## src/rtl/rgsd_pkg.sv

```systemverilog
// ----------------------------------------------------------------------------
// rgsd_pkg - shared types and helpers for the RLE gray scanline decoder
// Position widths, beat structs and the gray to RGB565 colour map.
// ----------------------------------------------------------------------------
`default_nettype none

package rgsd_pkg;

  // Frame positions: width and height fields are 10 bits, so any window end
  // stays below 2^20; one spare bit keeps sums of position and run clear.
  localparam int POS_W = 21;
  localparam int PIX_W = 19;   // stored frame pixel position
  localparam int OFF_W = 13;   // stored buffer offset

  localparam logic [7:0] GRAY_SCALE = 8'd85;

  // Register indexes (byte address / 4)
  localparam logic [1:0] REG_FRAME_WIDTH  = 2'd0;
  localparam logic [1:0] REG_FRAME_HEIGHT = 2'd1;
  localparam logic [1:0] REG_FIRST_ROW    = 2'd2;
  localparam logic [1:0] REG_ROW_COUNT    = 2'd3;

  typedef logic [POS_W-1:0] pos_t;

  // Window bounds derived from the configuration registers.
  typedef struct packed {
    pos_t total;
    pos_t start_pos;
    pos_t end_pos;
  } cfg_t;

  typedef struct packed {
    logic       first_pair;
    logic [7:0] run_count;
    logic [7:0] run_value;
  } item_t;

  typedef struct packed {
    logic [15:0] pixel_color;
    logic [7:0]  run_length;
    logic [11:0] buffer_offset;
    logic        batch_done;
    logic        terminator_seen;
  } result_t;

  // Gray level 0..3 scaled to 0..255 and packed 5:6:5.
  function automatic logic [15:0] gray_to_565(input logic [1:0] g);
    logic [7:0] gray;
    gray = 8'({6'b0, g} * GRAY_SCALE);
    return {gray[7:3], gray[7:2], gray[7:3]};
  endfunction

endpackage

`default_nettype wire

```

## src/rtl/rgsd_cfg.sv

```systemverilog
// ----------------------------------------------------------------------------
// rgsd_cfg - configuration registers and window bounds
// APB register file; frame total and window bounds registered in two steps.
// ----------------------------------------------------------------------------
`default_nettype none

module rgsd_cfg
  import rgsd_pkg::*;
#(
  parameter int MAX_WIDTH      = 512,
  parameter int MAX_HEIGHT     = 512,
  parameter int MAX_BATCH_ROWS = 8
) (
  input  wire logic        clk,
  input  wire logic        rst,
  input  wire logic        psel,
  input  wire logic        penable,
  input  wire logic        pwrite,
  input  wire logic [3:0]  paddr,
  input  wire logic [31:0] pwdata,
  output logic      [31:0] prdata,
  output logic             pready,
  output cfg_t             bounds,
  output logic             busy
);

  // Saturation limits, held to what the register fields can carry.
  localparam int W_LIM  = (MAX_WIDTH > 1023) ? 1023 : MAX_WIDTH;
  localparam int H_LIM  = (MAX_HEIGHT > 1023) ? 1023 : MAX_HEIGHT;
  localparam int RC_LIM = (MAX_BATCH_ROWS > 15) ? 15 : MAX_BATCH_ROWS;

  logic [9:0] frame_width;
  logic [9:0] frame_height;
  logic [8:0] first_row;
  logic [3:0] row_count;
  logic [1:0] settle;

  logic        wr;
  logic [1:0]  wr_idx;
  logic [9:0]  w_eff;
  logic [9:0]  h_eff;
  logic [3:0]  rc_eff;
  logic [9:0]  row_end;
  logic [19:0] prod_total;
  logic [18:0] prod_start;
  logic [19:0] prod_end;

  pos_t total_s1;
  pos_t start_s1;
  pos_t end_s1;

  assign pready = 1'b1;
  assign wr     = psel && penable && pwrite;
  assign wr_idx = paddr[3:2];

  always_ff @(posedge clk) begin
    if (rst) begin
      frame_width  <= 10'd240;
      frame_height <= 10'd240;
      first_row    <= 9'd0;
      row_count    <= 4'd8;
      settle       <= 2'd2;
    end else begin
      if (wr) begin
        unique case (wr_idx)
          REG_FRAME_WIDTH:  frame_width  <= pwdata[9:0];
          REG_FRAME_HEIGHT: frame_height <= pwdata[9:0];
          REG_FIRST_ROW:    first_row    <= pwdata[8:0];
          REG_ROW_COUNT:    row_count    <= pwdata[3:0];
          default: ;
        endcase
        settle <= 2'd2;
      end else if (settle != 2'd0) begin
        settle <= settle - 2'd1;
      end
    end
  end

  always_comb begin
    unique case (wr_idx)
      REG_FRAME_WIDTH:  prdata = {22'd0, frame_width};
      REG_FRAME_HEIGHT: prdata = {22'd0, frame_height};
      REG_FIRST_ROW:    prdata = {23'd0, first_row};
      REG_ROW_COUNT:    prdata = {28'd0, row_count};
      default:          prdata = 32'd0;
    endcase
  end

  assign w_eff  = (frame_width > 10'(W_LIM)) ? 10'(W_LIM) : frame_width;
  assign h_eff  = (frame_height > 10'(H_LIM)) ? 10'(H_LIM) : frame_height;
  assign rc_eff = (row_count > 4'(RC_LIM)) ? 4'(RC_LIM) : row_count;
  assign row_end = {1'b0, first_row} + {6'd0, rc_eff};

  always_comb begin
    prod_total = w_eff * h_eff;
    prod_start = first_row * w_eff;
    prod_end   = row_end * w_eff;
  end

  // Step one: products. Step two: window end clipped to the frame.
  always_ff @(posedge clk) begin
    total_s1 <= {1'b0, prod_total};
    start_s1 <= {2'b0, prod_start};
    end_s1   <= {1'b0, prod_end};
    bounds.total     <= total_s1;
    bounds.start_pos <= start_s1;
    bounds.end_pos   <= (end_s1 > total_s1) ? total_s1 : end_s1;
  end

  assign busy = (settle != 2'd0);

endmodule

`default_nettype wire

```

## src/rtl/rgsd_core.sv

```systemverilog
// ----------------------------------------------------------------------------
// rgsd_core - run clipping and decoder position state
// Clips one pair to the window and advances pixel and buffer positions.
// ----------------------------------------------------------------------------
`default_nettype none

module rgsd_core
  import rgsd_pkg::*;
(
  input  wire logic clk,
  input  wire logic rst,
  input  wire logic fire,
  input  item_t     item,
  input  cfg_t      bounds,
  output logic      emit,
  output result_t   res
);

  logic [PIX_W-1:0] pixel_pos, pixel_pos_next;
  logic [OFF_W-1:0] out_pos, out_pos_next;
  logic             done_flag, done_flag_next;

  logic [PIX_W-1:0] px;
  logic [OFF_W-1:0] op;
  logic             was_done;
  pos_t             px_w;
  pos_t             room;
  pos_t             sum;
  pos_t             lo;
  logic [7:0]       take;
  logic [7:0]       len;
  logic             reach_end;

  // first_pair clears the position before the pair is decoded
  assign px       = item.first_pair ? '0 : pixel_pos;
  assign op       = item.first_pair ? '0 : out_pos;
  assign was_done = item.first_pair ? 1'b0 : done_flag;

  assign px_w = {2'b0, px};
  assign room = bounds.end_pos - px_w;

  always_comb begin
    if (px_w < bounds.end_pos) begin
      take = ({13'd0, item.run_count} > room) ? room[7:0] : item.run_count;
    end else begin
      take = 8'd0;
    end
  end

  assign sum       = px_w + {13'd0, take};
  assign lo        = (px_w > bounds.start_pos) ? px_w : bounds.start_pos;
  assign len       = (sum > lo) ? 8'(sum - lo) : 8'd0;
  assign reach_end = (sum >= bounds.end_pos);

  always_comb begin
    pixel_pos_next = px;
    out_pos_next   = op;
    done_flag_next = was_done;
    emit           = 1'b0;
    res.pixel_color     = 16'd0;
    res.run_length      = 8'd0;
    res.buffer_offset   = op[11:0];
    res.batch_done      = 1'b1;
    res.terminator_seen = 1'b0;
    priority if (was_done) begin
      // batch already ended: pair ignored
    end else if (px_w >= bounds.total) begin
      done_flag_next = 1'b1;
      emit           = 1'b1;
    end else if (item.run_count == 8'd0) begin
      done_flag_next      = 1'b1;
      emit                = 1'b1;
      res.terminator_seen = 1'b1;
    end else begin
      pixel_pos_next  = sum[PIX_W-1:0];
      out_pos_next    = op + {5'd0, len};
      done_flag_next  = reach_end;
      emit            = (len != 8'd0) || reach_end;
      res.pixel_color = gray_to_565(item.run_value[1:0]);
      res.run_length  = len;
      res.batch_done  = reach_end;
    end
  end

  always_ff @(posedge clk) begin
    if (rst) begin
      pixel_pos <= '0;
      out_pos   <= '0;
      done_flag <= 1'b0;
    end else if (fire) begin
      pixel_pos <= pixel_pos_next;
      out_pos   <= out_pos_next;
      done_flag <= done_flag_next;
    end
  end

endmodule

`default_nettype wire

```

## src/rtl/rle_gray2_scanline_decoder.sv

```systemverilog
// ----------------------------------------------------------------------------
// rle_gray2_scanline_decoder - run-length decoder for 2-bit gray scanlines
// Clips (count, value) runs to a batch of rows and emits RGB565 runs.
// ----------------------------------------------------------------------------
// Usage:
//   Input channel: one beat per run-length pair (first_pair, run_count,
//   run_value), taken when in_valid is high and in_stall low.
//   Output channel: one beat per clipped run (pixel_color, run_length,
//   buffer_offset, batch_done, terminator_seen), taken when out_valid is
//   high and out_stall low. A pair wholly outside the window that does not
//   close it, or one seen after the batch ended, gives no beat.
//   Path: each pair passes the input register, then the clip logic into
//   the output register.
//   Throughput: one pair per cycle unless stalled, set by the single clip pass
//   that also updates the pixel and buffer positions.
//   Stall: with out_stall high the finished beat holds in the output
//   register while one more pair waits in the input register; then
//   in_stall rises in the same cycle.
//   Reset (rst, synchronous) restores the register defaults (240 x 240,
//   first row 0, 8 rows) and clears the positions. After reset or after
//   any register write, in_stall stays high while the window bounds are
//   recomputed.
//   Registers via APB at byte addresses 0, 4, 8, 12: frame_width,
//   frame_height, first_row, row_count. pready is tied high.
// ----------------------------------------------------------------------------
`default_nettype none

module rle_gray2_scanline_decoder
  import rgsd_pkg::*;
#(
  parameter int MAX_WIDTH      = 512,
  parameter int MAX_HEIGHT     = 512,
  parameter int MAX_BATCH_ROWS = 8
) (
  input  wire logic        clk,
  input  wire logic        rst,
  // configuration
  input  wire logic        psel,
  input  wire logic        penable,
  input  wire logic        pwrite,
  input  wire logic [3:0]  paddr,
  input  wire logic [31:0] pwdata,
  output logic      [31:0] prdata,
  output logic             pready,
  // input beats
  input  wire logic        in_valid,
  output logic             in_stall,
  input  wire logic        first_pair,
  input  wire logic [7:0]  run_count,
  input  wire logic [7:0]  run_value,
  // output beats
  output logic             out_valid,
  input  wire logic        out_stall,
  output logic      [15:0] pixel_color,
  output logic      [7:0]  run_length,
  output logic      [11:0] buffer_offset,
  output logic             batch_done,
  output logic             terminator_seen
);

  cfg_t    bounds;
  logic    cfg_busy;

  item_t   item;
  logic    item_valid;
  logic    advance;
  logic    in_take;
  logic    emit;
  result_t res;
  result_t res_q;

  rgsd_cfg #(
    .MAX_WIDTH      (MAX_WIDTH),
    .MAX_HEIGHT     (MAX_HEIGHT),
    .MAX_BATCH_ROWS (MAX_BATCH_ROWS)
  ) u_cfg (
    .clk     (clk),
    .rst     (rst),
    .psel    (psel),
    .penable (penable),
    .pwrite  (pwrite),
    .paddr   (paddr),
    .pwdata  (pwdata),
    .prdata  (prdata),
    .pready  (pready),
    .bounds  (bounds),
    .busy    (cfg_busy)
  );

  // Held pair moves on when the output register is free or being drained.
  assign advance  = item_valid && (!out_valid || !out_stall);
  assign in_stall = cfg_busy || (item_valid && !advance);
  assign in_take  = in_valid && !in_stall;

  always_ff @(posedge clk) begin
    if (rst) begin
      item_valid <= 1'b0;
    end else if (in_take) begin
      item_valid <= 1'b1;
    end else if (advance) begin
      item_valid <= 1'b0;
    end
  end

  always_ff @(posedge clk) begin
    if (in_take) begin
      item.first_pair <= first_pair;
      item.run_count  <= run_count;
      item.run_value  <= run_value;
    end
  end

  rgsd_core u_core (
    .clk    (clk),
    .rst    (rst),
    .fire   (advance),
    .item   (item),
    .bounds (bounds),
    .emit   (emit),
    .res    (res)
  );

  // Output register: loaded on advance, cleared once its beat is taken.
  always_ff @(posedge clk) begin
    if (rst) begin
      out_valid <= 1'b0;
    end else if (advance) begin
      out_valid <= emit;
    end else if (out_valid && !out_stall) begin
      out_valid <= 1'b0;
    end
  end

  always_ff @(posedge clk) begin
    if (advance && emit) begin
      res_q <= res;
    end
  end

  assign pixel_color     = res_q.pixel_color;
  assign run_length      = res_q.run_length;
  assign buffer_offset   = res_q.buffer_offset;
  assign batch_done      = res_q.batch_done;
  assign terminator_seen = res_q.terminator_seen;

endmodule

`default_nettype wire

```

## config.mk

```make
export PLATFORM = sky130hd
export DESIGN_NAME = rle_gray2_scanline_decoder
export DESIGN_NICKNAME = d
export VERILOG_FILES = /design/src/rtl/rgsd_pkg.sv /design/src/rtl/rgsd_cfg.sv /design/src/rtl/rgsd_core.sv /design/src/rtl/rle_gray2_scanline_decoder.sv
export SDC_FILE = /design/constraint.sdc
export NUM_CORES = 1
export LEC_CHECK = 0
export BUFFER_PORTS_ARGS = -buffer_cell sky130_fd_sc_hd__buf_2
export CORE_UTILIZATION = 60
export DETAILED_ROUTE_END_ITERATION = 16
export PLACE_DENSITY = 0.91
export RECOVER_POWER = 25
export SLEW_MARGIN = 20
export SYNTH_ARGS = -nofsm -noshare
export SYNTH_HDL_FRONTEND = slang
export SYNTH_SLANG_ARGS = --single-unit
export TNS_END_PERCENT = 100
```

## constraint.sdc

```tcl
create_clock -name clk -period 11.3 [get_ports clk]
set_input_delay 0 -clock clk [delete_from_list [all_inputs] [get_ports clk]]
set_output_delay 0 -clock clk [all_outputs]
set_load 0.02 [all_outputs]
```

==> metrics.txt, run 1 <==
# TYPE chip_impl_metric gauge
chip_impl_info{name="worst_setup_path_class",value="reg2reg"} 1
chip_impl_metric{name="insertion_delay",unit="ns"} 0.56
chip_impl_metric{name="synth_sequential_area_ratio",unit="%"} 22.1
chip_impl_metric{name="pin_count_of_the_biggest_net_entering_global_routing",unit=""} 62
chip_impl_metric{name="clockBufferDepth",unit=""} 3
chip_impl_metric{name="syn_avg_cell_area",unit="sq um"} 8.90
chip_impl_metric{name="detailroute.via_count",unit=""} 17600
chip_impl_info{name="regToRegStartpoint",value="item[16]$_DFFE_PP_"} 1
chip_impl_metric{name="drv_cap",unit=""} 0
chip_impl_metric{name="global_route_congestion_overflow_total",unit=""} 0
chip_impl_metric{name="numClockSinks",unit=""} 222
chip_impl_metric{name="post_synthesis_cells",unit=""} 2434
chip_impl_info{name="crit_path_frequent_cell",value="sky130_fd_sc_hd__ha_1"} 1
chip_impl_info{name="status",value="complete, no violations"} 1
chip_impl_metric{name="maxClockFrequency",unit="MHz"} 96.0
chip_impl_metric{name="seqPwrFrac",unit="%"} 30.5
chip_impl_metric{name="start_util",unit="%"} 60.9
chip_impl_metric{name="number_of_flops_mapped_to_enable_cells_by_yosys",unit=""} 35
chip_impl_metric{name="fin_crit",unit="ns"} 10.42
chip_impl_metric{name="cts.reportedPaths.clkPinSlew",unit="ns"} 0.06
chip_impl_metric{name="layout_setup_ws",unit="ns"} 0.883
chip_impl_metric{name="leakage",unit="nW"} 11.7
chip_impl_metric{name="detail-route-antenna-nets",unit=""} 0
chip_impl_metric{name="holdWs",unit="ns"} 0.00108
chip_impl_metric{name="total_standard_cell_area_after_synthesis",unit="sq um"} 21700
chip_impl_metric{name="preCtsSetupSlack",unit="ns"} 0.999
chip_impl_metric{name="peakVddDrop",unit="mV"} 0.197
chip_impl_metric{name="critPathBufInv",unit=""} 3
chip_impl_metric{name="vias_per_cell",unit=""} 5.92
chip_impl_metric{name="r2r.worst_path.cells",unit=""} 47
chip_impl_info{name="timing.critical_path.max_delay_family",value="simple AND/OR/NAND/NOR gates"} 1
chip_impl_metric{name="grt_first_pass_wirelength",unit="um"} 90600
chip_impl_metric{name="post_drt_wl_per_cell",unit="um"} 18.9
chip_impl_metric{name="worst_hold_path.num_cells",unit=""} 3
chip_impl_metric{name="synth_warnings",unit=""} 0
chip_impl_info{name="critPathLaunchType",value="flip-flop"} 1
chip_impl_metric{name="power_per_cell_area",unit="nW/um^2"} 133
chip_impl_metric{name="r2r_setup_slack",unit="ns"} 0.88
chip_impl_metric{name="grt_pass1_vias",unit=""} 18300
chip_impl_metric{name="worst-endpoint-arrival",unit="ns"} 10.84
chip_impl_metric{name="count_of_h_tree_levels_built_during_cts",unit=""} 1
chip_impl_metric{name="tritoncts.num_buffers",unit=""} 25
chip_impl_metric{name="flops_latches_synth",unit=""} 222
chip_impl_metric{name="first_pass_iters",unit=""} 7
chip_impl_metric{name="boundaryPins",unit=""} 133
chip_impl_metric{name="power.switching",unit="W"} 0.00120
chip_impl_metric{name="die-area",unit="sq um"} 36900
chip_impl_info{name="critical_path.slowest_cell",value="sky130_fd_sc_hd__or4_4"} 1
chip_impl_info{name="grt_busiest_layer",value="met2"} 1
chip_impl_metric{name="fin_skew",unit="ns"} 0.0169
chip_impl_info{name="r2r-end",value="u_core.out_pos[9]$_SDFFE_PP0P_"} 1
chip_impl_metric{name="final.setup.tns",unit="ns"} 0
chip_impl_metric{name="grt_usage",unit="%"} 31.2
chip_impl_metric{name="tightest_slew",unit="ns"} 1.14
chip_impl_info{name="worstSetupEndpointType",value="flip-flop"} 1
chip_impl_metric{name="slowest_delay",unit="ns"} 0.54
chip_impl_info{name="cts_tree",value="done"} 1
chip_impl_metric{name="floorplan.core_area",unit="sq um"} 35600
chip_impl_metric{name="initialDrtViolationCount",unit=""} 1523
chip_impl_metric{name="clkPwrFrac",unit="%"} 26.9
chip_impl_metric{name="power_report.internal_total",unit="W"} 0.00190
chip_impl_info{name="clockRootBuffer",value="sky130_fd_sc_hd__clkbuf_16"} 1
chip_impl_info{name="whs_endpoint",value="u_cfg.settle[0]$_SDFFE_PP0P_"} 1
chip_impl_metric{name="report.final.setup_viol",unit=""} 0
chip_impl_metric{name="number_of_different_library_cells_in_the_post_synthesis_netlist",unit=""} 80
chip_impl_info{name="grt_setup_unrepaired",value="false"} 1
chip_impl_info{name="hold_class",value="in2reg"} 1
chip_impl_metric{name="gpl.final_weighted_congestion",unit=""} 0.978
chip_impl_metric{name="hold_viol_final",unit=""} 0
chip_impl_metric{name="floorplan.die.height",unit="um"} 192
chip_impl_info{name="hp-start",value="penable"} 1
chip_impl_metric{name="dp.final_hpwl",unit="um"} 43300
chip_impl_metric{name="number_of_antenna_violations_at_the_first_check_in_global_routing",unit=""} 0
chip_impl_metric{name="grtUsageMet2",unit="%"} 54.4
chip_impl_metric{name="worst_ep_required_time",unit="ns"} 11.73
chip_impl_metric{name="layout-drive-gt1-share",unit="%"} 7.37
chip_impl_info{name="ys.flop_type",value="sky130_fd_sc_hd__dfxtp_1"} 1
chip_impl_metric{name="globalRouteMet1Util",unit="%"} 36.6
chip_impl_metric{name="grt.met3_usage",unit="%"} 4.46
chip_impl_metric{name="critical_path.max_fanout",unit=""} 9
chip_impl_metric{name="maxSlewViolCount",unit=""} 0
chip_impl_metric{name="syn_to_final_growth",unit="%"} 8.04
chip_impl_metric{name="nNetsFinal",unit=""} 3032
chip_impl_metric{name="wirelength",unit="um"} 56200
chip_impl_metric{name="post-route-drc-count",unit=""} 0
chip_impl_metric{name="die_width",unit="um"} 192
chip_impl_metric{name="portion_of_total_power_attributed_to_combinational_logic",unit="%"} 42.6
chip_impl_metric{name="buffer_ports.inserted",unit=""} 79
chip_impl_metric{name="num_rows",unit=""} 69
chip_impl_metric{name="sw_frac_of_total",unit="%"} 38.7
chip_impl_metric{name="ys_async_rst_share",unit="%"} 0
chip_impl_metric{name="final_min_period_over_clock_period",unit="%"} 92.2
chip_impl_metric{name="slew_headroom",unit="%"} 23.9
## final cells by class
type	instances	area, sq um
sequential	222	4790
fill	2720	12200
clock inverter	13	158
multi-input combinational	1764	15100
timing repair buffer	126	785
inverter	352	1320
antenna	1	2.50
tap	461	577
clock buffer	32	692
## power by group through the flow
stage / logic, W / registers, W / clock network [W]
floorplan: 0.000975 / 0.000943 / 0
global placement: 0.00122 / 0.000959 / 0
detailed placement: 0.00128 / 0.000962 / 0
CTS: 0.00129 / 0.000947 / 0.000844
global route: 0.00146 / 0.000954 / 0.000872
finish: 0.00132 / 0.000948 / 0.000835
## layout by cell type (no fill, tap or decap), types with 25 or more instances in the layout
cell type / count
sky130_fd_sc_hd__a21o_1: 49
sky130_fd_sc_hd__nor2_1: 184
sky130_fd_sc_hd__nand2_1: 262
sky130_fd_sc_hd__o21ai_0: 66
sky130_fd_sc_hd__a21oi_1: 103
sky130_fd_sc_hd__nor2b_1: 61
sky130_fd_sc_hd__ha_1: 295
sky130_fd_sc_hd__clkbuf_16: 25
sky130_fd_sc_hd__xor2_1: 28
sky130_fd_sc_hd__edfxtp_1: 35
sky130_fd_sc_hd__buf_2: 62
sky130_fd_sc_hd__fa_1: 186
sky130_fd_sc_hd__inv_1: 351
sky130_fd_sc_hd__nand2b_1: 32
sky130_fd_sc_hd__nand3_1: 33
sky130_fd_sc_hd__and2_1: 59
sky130_fd_sc_hd__mux2i_1: 48
sky130_fd_sc_hd__xnor2_1: 70
sky130_fd_sc_hd__dfxtp_1: 187
## state kept, by name, indices dropped and copies added, names as in the netlist, 9 cells and up
| signal | count |
|---|---|
| u_cfg.start_s1 | 19 |
| u_cfg.total_s1 | 20 |
| u_cfg.end_s1 | 20 |
| buffer_offset | 12 |
| u_cfg.first_row | 9 |
| u_core.pixel_pos | 19 |
| u_cfg.bounds | 59 |
| item | 11 |
| u_core.out_pos | 12 |
| u_cfg.frame_width | 10 |
| u_cfg.frame_height | 10 |
## routing by layer
| layer | vias up | share of wire, % |
|---|---|---|
| met2 | 872 | 48 |
| li1 | 8056 | - |
| met4 | 0 | 6.1 |
| met1 | 8407 | 38 |
| met5 | - | 0 |
| met3 | 240 | 7.4 |
## worst register-to-register path, delay by kind of cell, from the launching register on
kind	cells	cell delay [ns]
simple gates	19	4.02
compound gates	14	2.69
fa+ha+maj	7	2.01
xor+xnor	3	0.58
flops	1	0.53
buf+inv	3	0.30
mux	1	0.16
## cell usage after synthesis (5+ instances only)
master | count | area (sq um)
sky130_fd_sc_hd__edfxtp_1 | 35 | 1050
sky130_fd_sc_hd__nor4_1 | 8 | 50.1
sky130_fd_sc_hd__nand2b_1 | 32 | 200
sky130_fd_sc_hd__inv_1 | 351 | 1320
sky130_fd_sc_hd__and4_1 | 6 | 52.6
sky130_fd_sc_hd__xor2_1 | 28 | 245
sky130_fd_sc_hd__mux2_2 | 21 | 236
sky130_fd_sc_hd__o21a_1 | 12 | 90.1
sky130_fd_sc_hd__o21ai_0 | 66 | 330
sky130_fd_sc_hd__buf_4 | 37 | 278
sky130_fd_sc_hd__and2_1 | 59 | 369
sky130_fd_sc_hd__mux2_4 | 6 | 90.1
sky130_fd_sc_hd__or3_1 | 9 | 56.3
sky130_fd_sc_hd__a22o_1 | 12 | 105
sky130_fd_sc_hd__nand4_1 | 24 | 150
sky130_fd_sc_hd__o21bai_1 | 6 | 45.0
sky130_fd_sc_hd__ha_1 | 295 | 3690
sky130_fd_sc_hd__nor2_1 | 186 | 698
sky130_fd_sc_hd__nand3b_1 | 5 | 37.5
sky130_fd_sc_hd__nor3_1 | 25 | 125
sky130_fd_sc_hd__nand2_1 | 262 | 983
sky130_fd_sc_hd__nor2b_1 | 62 | 388
sky130_fd_sc_hd__dfxtp_1 | 187 | 3740
sky130_fd_sc_hd__a21oi_1 | 103 | 515
sky130_fd_sc_hd__fa_1 | 186 | 3720
sky130_fd_sc_hd__buf_1 | 6 | 22.5
sky130_fd_sc_hd__nand3_1 | 33 | 165
sky130_fd_sc_hd__a21o_1 | 49 | 368
sky130_fd_sc_hd__a21boi_0 | 6 | 45.0
sky130_fd_sc_hd__a211o_1 | 12 | 105
sky130_fd_sc_hd__clkbuf_1 | 67 | 251
sky130_fd_sc_hd__xnor2_1 | 71 | 622
sky130_fd_sc_hd__a22oi_1 | 6 | 45.0
sky130_fd_sc_hd__mux2i_1 | 48 | 480
sky130_fd_sc_hd__and3_1 | 16 | 100
sky130_fd_sc_hd__buf_2 | 6 | 30.0
sky130_fd_sc_hd__a211oi_1 | 6 | 45.0
## metrics by stage
stage / std cells / power, W / instance area, sq um / utilization [%]
after global placement: 2902 / 0.00218 / 22300 / 62.8
after CTS: 2970 / 0.00308 / 23400 / 65.8
after floorplan: 2455 / 0.00192 / 21700 / -
final: 2971 / 0.00311 / 23400 / 65.8
after global routing: 2970 / 0.00328 / 23400 / 65.8
after detailed placement: 2902 / 0.00224 / 22300 / 62.8
## logic make-up after synthesis
family	share of synthesized area (%)
AO/OA/AOI/OAI	10.2
XOR/XNOR	4.00
adder cells (fa/ha/maj)	34.2
buffers and inverters	8.84
flip-flops	22.1
multiplexers	4.14
other	0.0347
AND/OR/NAND/NOR	16.4
## worst max path at each step
stage / start / to / slack, ns / cells after the start
floorplan: item[16]$_DFFE_PP_ / u_core.out_pos[9]$_SDFFE_PP0P_ / 1.97 / 52
global placement: item[16]$_DFFE_PP_ / u_core.out_pos[9]$_SDFFE_PP0P_ / 1.37 / 47
detailed placement: item[16]$_DFFE_PP_ / u_core.out_pos[9]$_SDFFE_PP0P_ / 1.0 / 47
CTS: item[16]$_DFFE_PP_ / u_core.out_pos[9]$_SDFFE_PP0P_ / 0.95 / 47
global route: item[16]$_DFFE_PP_ / u_core.out_pos[9]$_SDFFE_PP0P_ / 0.09 / 49
finish: item[16]$_DFFE_PP_ / u_core.out_pos[9]$_SDFFE_PP0P_ / 0.88 / 47
## what timing repair did
item                                   4_1_cts  5_1_grt
hold buffers                                23        0
setup endpoints to repair                    0        2
endpoints found under the hold margin       46        0
buffers inserted                             0        0
gates resized for setup                      0        1
Note: power is estimated with default switching activity, not from simulation.
==> inputs of run 2 (changes only) <==
Settings changed: CORE_UTILIZATION 60 to 61, PLACE_DENSITY 0.91 to 0.92.
==> run 2 against run 1 <==
Compared with the run above:
- hold slack gained 0.062 ns
- cell area down 0.21%
- largest power group unchanged
- clock skew rose by 0.0085 ns
- clock-buffer cell count fell by 3
- worst setup slack got worse by 0.15 ns
==> metrics.txt, run 2 (synthesis gave the netlist of run 1 again) <==
# TYPE chip_impl_metric gauge
chip_impl_info{name="status",value="complete, no violations"} 1
chip_impl_metric{name="count_of_h_tree_levels_built_during_cts",unit=""} 1
chip_impl_metric{name="critical_path.max_fanout",unit=""} 12
chip_impl_metric{name="worst_ep_required_time",unit="ns"} 11.73
chip_impl_info{name="timing.critical_path.max_delay_family",value="simple AND/OR/NAND/NOR gates"} 1
chip_impl_metric{name="post_drt_wl_per_cell",unit="um"} 19.3
chip_impl_metric{name="initialDrtViolationCount",unit=""} 1522
chip_impl_metric{name="vias_per_cell",unit=""} 5.99
chip_impl_metric{name="holdWs",unit="ns"} 0.0634
chip_impl_info{name="registers.top_by_ff_count",value="u_cfg.bounds"} 1
chip_impl_metric{name="pin_count_of_the_biggest_net_entering_global_routing",unit=""} 62
chip_impl_info{name="layout.cells.most_common",value="sky130_fd_sc_hd__inv_1"} 1
chip_impl_metric{name="floorplan.die.height",unit="um"} 190
chip_impl_metric{name="dp.final_hpwl",unit="um"} 43600
chip_impl_metric{name="crit_cells",unit=""} 48
chip_impl_info{name="critPathLaunchType",value="flip-flop"} 1
chip_impl_metric{name="buffer_ports.inserted",unit=""} 79
chip_impl_metric{name="slowest_delay",unit="ns"} 0.58
chip_impl_metric{name="maxClockFrequency",unit="MHz"} 94.7
chip_impl_metric{name="peakVddDrop",unit="mV"} 0.162
chip_impl_metric{name="tightest_slew",unit="ns"} 1.18
chip_impl_metric{name="post-route-drc-count",unit=""} 0
chip_impl_metric{name="start_util",unit="%"} 62.4
chip_impl_metric{name="slew_headroom",unit="%"} 21.1
chip_impl_metric{name="hold_viol_final",unit=""} 0
chip_impl_info{name="clockRootBuffer",value="sky130_fd_sc_hd__clkbuf_16"} 1
chip_impl_info{name="worst_setup_path_class",value="reg2reg"} 1
chip_impl_metric{name="fin_skew",unit="ns"} 0.0254
chip_impl_info{name="layout_common_cells",value="sky130_fd_sc_hd__inv_1, sky130_fd_sc_hd__ha_1, sky130_fd_sc_hd__nand2_1"} 1
chip_impl_metric{name="final_min_period_over_clock_period",unit="%"} 93.5
chip_impl_metric{name="tritoncts.num_buffers",unit=""} 25
chip_impl_metric{name="grt_first_pass_wirelength",unit="um"} 91200
chip_impl_info{name="hold_class",value="in2reg"} 1
chip_impl_metric{name="wirelength",unit="um"} 57200
chip_impl_metric{name="worst-endpoint-arrival",unit="ns"} 11.00
chip_impl_info{name="worstSetupEndpointType",value="flip-flop"} 1
chip_impl_metric{name="finalNonFillerCells",unit=""} 2964
chip_impl_metric{name="gpl.final_weighted_congestion",unit=""} 1.00
chip_impl_info{name="crit_path_frequent_cell",value="sky130_fd_sc_hd__ha_1"} 1
chip_impl_metric{name="syn_to_final_growth",unit="%"} 7.81
chip_impl_metric{name="detailroute.via_count",unit=""} 17700
chip_impl_info{name="worstSetupStartpoint",value="item[16]$_DFFE_PP_"} 1
chip_impl_metric{name="final.setup.tns",unit="ns"} 0
chip_impl_info{name="regToRegStartpoint",value="item[16]$_DFFE_PP_"} 1
chip_impl_metric{name="die-area",unit="sq um"} 36300
chip_impl_info{name="grt_setup_unrepaired",value="false"} 1
chip_impl_metric{name="num_rows",unit=""} 68
chip_impl_metric{name="r2r.worst_path.cells",unit=""} 48
chip_impl_metric{name="insertion_delay",unit="ns"} 0.57
chip_impl_metric{name="critPathBufInv",unit=""} 4
chip_impl_metric{name="first_pass_iters",unit=""} 6
chip_impl_metric{name="number_of_antenna_violations_at_the_first_check_in_global_routing",unit=""} 2
chip_impl_info{name="largestRegisters",value="u_cfg.bounds (59), u_cfg.end_s1 (20), u_cfg.total_s1 (20)"} 1
chip_impl_metric{name="report.final.setup_viol",unit=""} 0
chip_impl_metric{name="r2r_setup_slack",unit="ns"} 0.74
chip_impl_metric{name="filler_cell_count",unit=""} 2575
chip_impl_metric{name="nNetsFinal",unit=""} 3031
chip_impl_metric{name="cts.reportedPaths.clkPinSlew",unit="ns"} 0.06
chip_impl_metric{name="antenna_cells",unit=""} 0
chip_impl_info{name="cts_tree",value="done"} 1
chip_impl_metric{name="numClockSinks",unit=""} 222
chip_impl_metric{name="drv_cap",unit=""} 0
chip_impl_metric{name="placed_cells",unit=""} 2893
chip_impl_metric{name="grt_pass1_vias",unit=""} 18500
chip_impl_metric{name="global_route_congestion_overflow_total",unit=""} 0
chip_impl_metric{name="leakage",unit="nW"} 11.7
chip_impl_metric{name="fin_crit",unit="ns"} 10.56
chip_impl_metric{name="largest_register_ffs",unit=""} 59
chip_impl_metric{name="die_width",unit="um"} 190
chip_impl_info{name="r2r-end",value="u_core.out_pos[9]$_SDFFE_PP0P_"} 1
chip_impl_metric{name="power_per_cell_area",unit="nW/um^2"} 133
chip_impl_metric{name="boundaryPins",unit=""} 133
chip_impl_metric{name="clockBufferDepth",unit=""} 3
chip_impl_info{name="last_element_of_the_critical_path",value="u_core.out_pos[9]$_SDFFE_PP0P_"} 1
chip_impl_metric{name="floorplan.core_area",unit="sq um"} 34700
chip_impl_metric{name="detail-route-antenna-nets",unit=""} 0
chip_impl_metric{name="layout-drive-gt1-share",unit="%"} 7.37
chip_impl_metric{name="grt_usage",unit="%"} 31.8
chip_impl_metric{name="maxSlewViolCount",unit=""} 0
chip_impl_info{name="critical_path.slowest_cell",value="sky130_fd_sc_hd__edfxtp_1"} 1
run 2: cell types whose count changed in the layout (fill, tap and decap cells not counted), sizes merged:
cell / before / now
buf: 86 / 84
bufinv: 2 / 1
clkbuf: 49 / 47
clkinv: 6 / 7
clkinvlp: 0 / 5
diode: 1 / 0
inv: 357 / 356
run 2: power by group:
part / internal (W) / switching [W]
registers: 0.000892 / 0.0000615
logic: 0.000529 / 0.000802
clock network: 0.000458 / 0.000359
total: 0.00188 / 0.00122
run 2: layout make-up:
class / instances / area (sq um) / share of cell area (%)
inverter: 352 / 1320 / 5.66
multi-input combinational: 1764 / 15100 / 64.5
tap: 455 / 569 / 2.44
clock inverter: 17 / 158 / 0.675
clock buffer: 29 / 672 / 2.88
timing repair buffer: 125 / 776 / 3.32
sequential: 222 / 4790 / 20.5
run 2: repair_timing:
item | in CTS | in global routing
hold buffers | 23 | 0
resized for setup | 0 | 2
setup endpoints to repair | 0 | 2
setup buffers | 0 | 2
endpoints found under the hold margin | 46 | 0
run 2: how the worst min path moves through the flow:
stage	depth (start not counted)	start	endpoint
2_1_floorplan	0	run_value[0]	item[0]$_DFFE_PP_
6_report	3	rst	u_core.pixel_pos[15]$_SDFFE_PP0P_
3_3_place_gp	1	run_count[4]	item[12]$_DFFE_PP_
5_1_grt	3	rst	u_core.out_pos[10]$_SDFFE_PP0P_
4_1_cts	3	rst	u_core.out_pos[9]$_SDFFE_PP0P_
3_5_place_dp	1	run_count[0]	item[8]$_DFFE_PP_
run 2: worst reg2reg max path, delay by kind of cell, from the launching register on:
family	cells	cell delay, ns
DFF	1	0.58
buffers and inverters	4	0.43
xor gates and xnor gates	3	0.51
adders and majority gates	6	1.73
AOI/OAI and AO/OA	12	2.67
and+or+nand+nor	22	4.34
muxes	1	0.16
run 2: metal layers:
layer | track usage (%) | part of all wire (%)
met1 | 36.2 | 38
met5 | 0 | 0
met3 | 5.21 | 7.5
met4 | 20.0 | 6.6
met2 | 55.5 | 48
run 2: per-stage QoR:
step           utilization (%)  area, sq um  worst slack, ns  total power (W)
6_report                  67.3        23400            0.736          0.00310
5_1_grt                   67.3        23400          0.00949          0.00327
4_1_cts                   67.2        23300            0.671          0.00307
3_5_place_dp              64.2        22300            0.753          0.00223
3_3_place_gp              64.2        22300             1.17          0.00218
2_1_floorplan                -        21700             1.97          0.00192
